===== src/hdl/pkswrl_ram.sv =====
`timescale 1ns / 1ps
// ----------------------------------------------------------------------------
// pkswrl_ram
// Generic single-port synchronous RAM with a registered read.
// ----------------------------------------------------------------------------
module pkswrl_ram #(
    parameter int WIDTH = 32,
    parameter int DEPTH = 64
) (
    input  logic                     i_clk,
    input  logic                     i_we,
    input  logic [$clog2(DEPTH)-1:0] i_addr,
    input  logic [WIDTH-1:0]         i_wdata,
    output logic [WIDTH-1:0]         o_rdata
);

    logic [WIDTH-1:0] r_mem [DEPTH];

    // write when enabled; the output register reads every cycle (old data on a write)
    always_ff @(posedge i_clk) begin
        if (i_we) begin
            r_mem[i_addr] <= i_wdata;
        end
        o_rdata <= r_mem[i_addr];
    end

endmodule


===== config.mk =====
export PLATFORM = sky130hd
export DESIGN_NAME = pkswrl_ram
export DESIGN_NICKNAME = d
export VERILOG_FILES = /design/src/hdl/pkswrl_ram.sv
export SDC_FILE = /design/constraint.sdc
export NUM_CORES = 2
export LEC_CHECK = 0
export BUFFER_PORTS_ARGS = -buffer_cell sky130_fd_sc_hd__buf_4
export CORE_ASPECT_RATIO = 0.9
export CORE_UTILIZATION = 60
export CTS_CLUSTER_SIZE = 28
export DETAILED_ROUTE_END_ITERATION = 8
export PLACE_DENSITY_LB_ADDON = 0.08
export SLEW_MARGIN = 15
export SYNTH_ARGS = -nofsm -noshare
export SYNTH_HDL_FRONTEND = slang
export SYNTH_SLANG_ARGS = --single-unit

===== constraint.sdc =====
create_clock -name i_clk -period 5.8 [get_ports i_clk]
set_input_delay 1.16 -clock i_clk [delete_from_list [all_inputs] [get_ports i_clk]]
set_output_delay 1.16 -clock i_clk [all_outputs]
set_load 0.005 [all_outputs]

==> metrics <==
Primary FF master, synth=edfxtp_1; clock buffer depth=3; kind of critical path=in2reg; Setup Buffers After CTS=0; share of cells above drive strength 1=0.1839; design area=about 89,000 um^2; Residual DRC=0; I/O Pins=72; HP Class=reg2reg; Crit path required time=6.50 ns; Post-Syn Area=78,930 um^2; outcome=finished clean; Die H=346.1 um; Min-Delay Path Depth=3; CTS clk-pin slew, worst paths=0.06 ns; Slew HR=0.1357; Fmax achieved=0.2433 GHz; Synth top area share=0.7792; RSZ-0062 raised after global routing=false; Clk Latency, worst-skew pair=between 0.8 and 0.9 ns; die area=between 100,000 and 150,000 um^2; # setup viols final=0; leakage=~29 nW; Post-synth EDFFs=~2,000; GRT Overall Usage=0.3198; H-tree depth=4; Hold-fix buffers, CTS=0; RR Startpoint=r_mem[21][21]$_DFFE_PP_; grt ovf=0; PwrDens=~340 nW/um^2; post-synth cell types=56; largest net degree at the start of global routing=115; Setup Skew=0.02034 ns; Nets=approximately 4,400; Post-DP HPWL=roughly 120 mm; vias per cell=about 6.9; CTS tree=done; number of global-route vias before repair=approximately 41,000; Placed Area=roughly 83,000 um^2; #FFs+latches synth=roughly 2,100; CTS root buffer=clkbuf_16; CP Capture Type=flop; crit path DAT=slightly below 5 ns; minimum clock period=approximately 4 ns; Synth area leader=edfxtp_1; IO Port Bufs=slightly above 70; initial antenna violation count=16; DRT antenna net count=0; Starting Density=0.6080; post-CTS sizing=0; Final Hold Viols=0; synth top area cells=edfxtp_1 78%, mux2i_1 3.3%, mux4_2 2.7%; Peak VDD IR=0.0002997 V; syn nets=4,279; reg2reg path depth=5; Worst R2R End=o_rdata[21]$_DFF_P_; Hold Path Sink=o_rdata[23]$_DFF_P_; Syn Area/Cell=18.62 um^2; CORE AREA=129,800 um^2; largest fanout on the critical path=63; count of pins over their slew limit=0; TritonRoute pass-1 iters=8; initial drt markers=around 6,400; Placer Congestion=a little under 0.9; Max Cap Viol=0; post-DR wirelength/cell=33.87 um; FP Rows=approximately 130; ys async rst share=0; register area share after synthesis=0.7873; Die X=384.3 um; setup_tns=0 ns; Min-Delay Startpoint=r_mem[32][23]$_DFFE_PP_; FF-to-FF setup slack=around 3.0 ns; top cells by count, synth=2,048 x edfxtp_1, 259 x mux2i_1, 188 x a22oi_1; CP startpoint kind=primary input; synth warn=0; Num CTS Buffers=195; final WL=between 200 and 250 mm; Sink Count=about 2,100; Vias=between 40,000 and 50,000; Tcrit/Tclk final=0.7088; Worst Max-Slew Pin Slew=~1.3 ns; most numerous cell in the Yosys netlist=edfxtp_1; Syn Inst Count=~4,200; area grow syn2layout=12.19%; global-route wire length before repair=301.4 mm
-- logic make-up (layout without fill, tap and decap cells) --
family                 after synthesis  after routing  share of synthesized area
muxes                              502            502                    0.08121
AOI/OAI and AO/OA                  933            933                    0.08662
and+or+nand+nor                    424            424                    0.02806
other                                0              7                          0
buffers and inverters              300            606                    0.01682
DFF                               2080           2080                     0.7873
-- routing by layer --
layer,track usage,up-vias,part of all wire
li1,-,17953,-
met1,0.4983,22596,0.42
met2,0.4470,2528,0.44
met3,0.09149,290,0.12
met4,0.07872,4,0.021
met5,0,-,0.00013
-- worst max-delay path by stage --
| stage | from | to | slack [ns] | cells past startpoint |
|---|---|---|---|---|
| floorplan | i_addr[2] | r_mem[15][0]$_DFFE_PP_ | 1.40 | 8 |
| finish | i_addr[0] | o_rdata[19]$_DFF_P_ | 1.69 | 6 |
| CTS | i_addr[0] | o_rdata[19]$_DFF_P_ | 1.88 | 6 |
| detailed placement | i_addr[0] | o_rdata[19]$_DFF_P_ | 1.01 | 6 |
| global route | i_addr[0] | o_rdata[19]$_DFF_P_ | 1.61 | 6 |
| global placement | i_addr[1] | o_rdata[2]$_DFF_P_ | 0.95 | 7 |
-- placed cells by master, fill, tap and decap left out, types with 15 or more instances in the layout --
master        n
and3_1       85
edfxtp_1   2048
a222oi_1     16
nand2_1      27
mux2i_1     259
mux4_2       96
a31oi_1      43
clkinv_1     48
a22o_1       66
nand2b_1     15
buf_4       221
o2bb2ai_1    15
nor2_1       77
nor3_1       19
mux2_2      147
nor2_4       67
a221o_1      15
o22a_1       70
buf_12       25
o22ai_1      93
clkbuf_16   203
clkbuf_1     51
dfxtp_1      32
clkinv_2     31
a21oi_1     121
a211oi_1     17
o21ai_0      84
or4_1        15
a221oi_1    175
a22oi_1     188
nand3_1      53
-- state kept, by name, summed over array words and instances (netlist names) --
name and cells:
r_mem 2048, o_rdata 32
-- power breakdown --
group / internal, mW / leakage [nW] / switching [mW]
clock network: 6.79 / 2.94 / 5.36
registers: 16.6 / 18.7 / 0.0860
logic: 0.502 / 6.89 / 1.11
-- worst max-delay path: stages --
cell and delay, ns:
buf_8 0.51, nand2b_2 1.01, o22ai_1 0.16, o21ai_0 0.63
or4b_1 0.67, or4_1 0.56
-- area by class of cell --
type | instances | area (um^2)
fillers | 8438 | 41260
well taps | 1714 | 2145
diodes | 7 | 17.52
multi-input cells | 1859 | 16040
clock buffers | 263 | 5395
repair buffers | 249 | 2205
flip-flops and latches | 2080 | 62140
inverters | 2 | 15.01
clock inverters | 92 | 594.3
-- stage by stage --
step	power (mW)	cells	setup slack, ns	util	hold slack, ns
global placement	18.61	5904	0.9454	0.6359	0.6186
detailed placement	18.63	5904	1.006	0.6359	0.6249
global route	31.22	6262	1.611	0.6821	0.6886
CTS	30.57	6259	1.880	0.6820	0.6358
floorplan	17.79	4239	1.401	-	0.5639
finish	30.48	6266	1.689	0.6822	0.6495
Power figures use the tool's default switching activity.
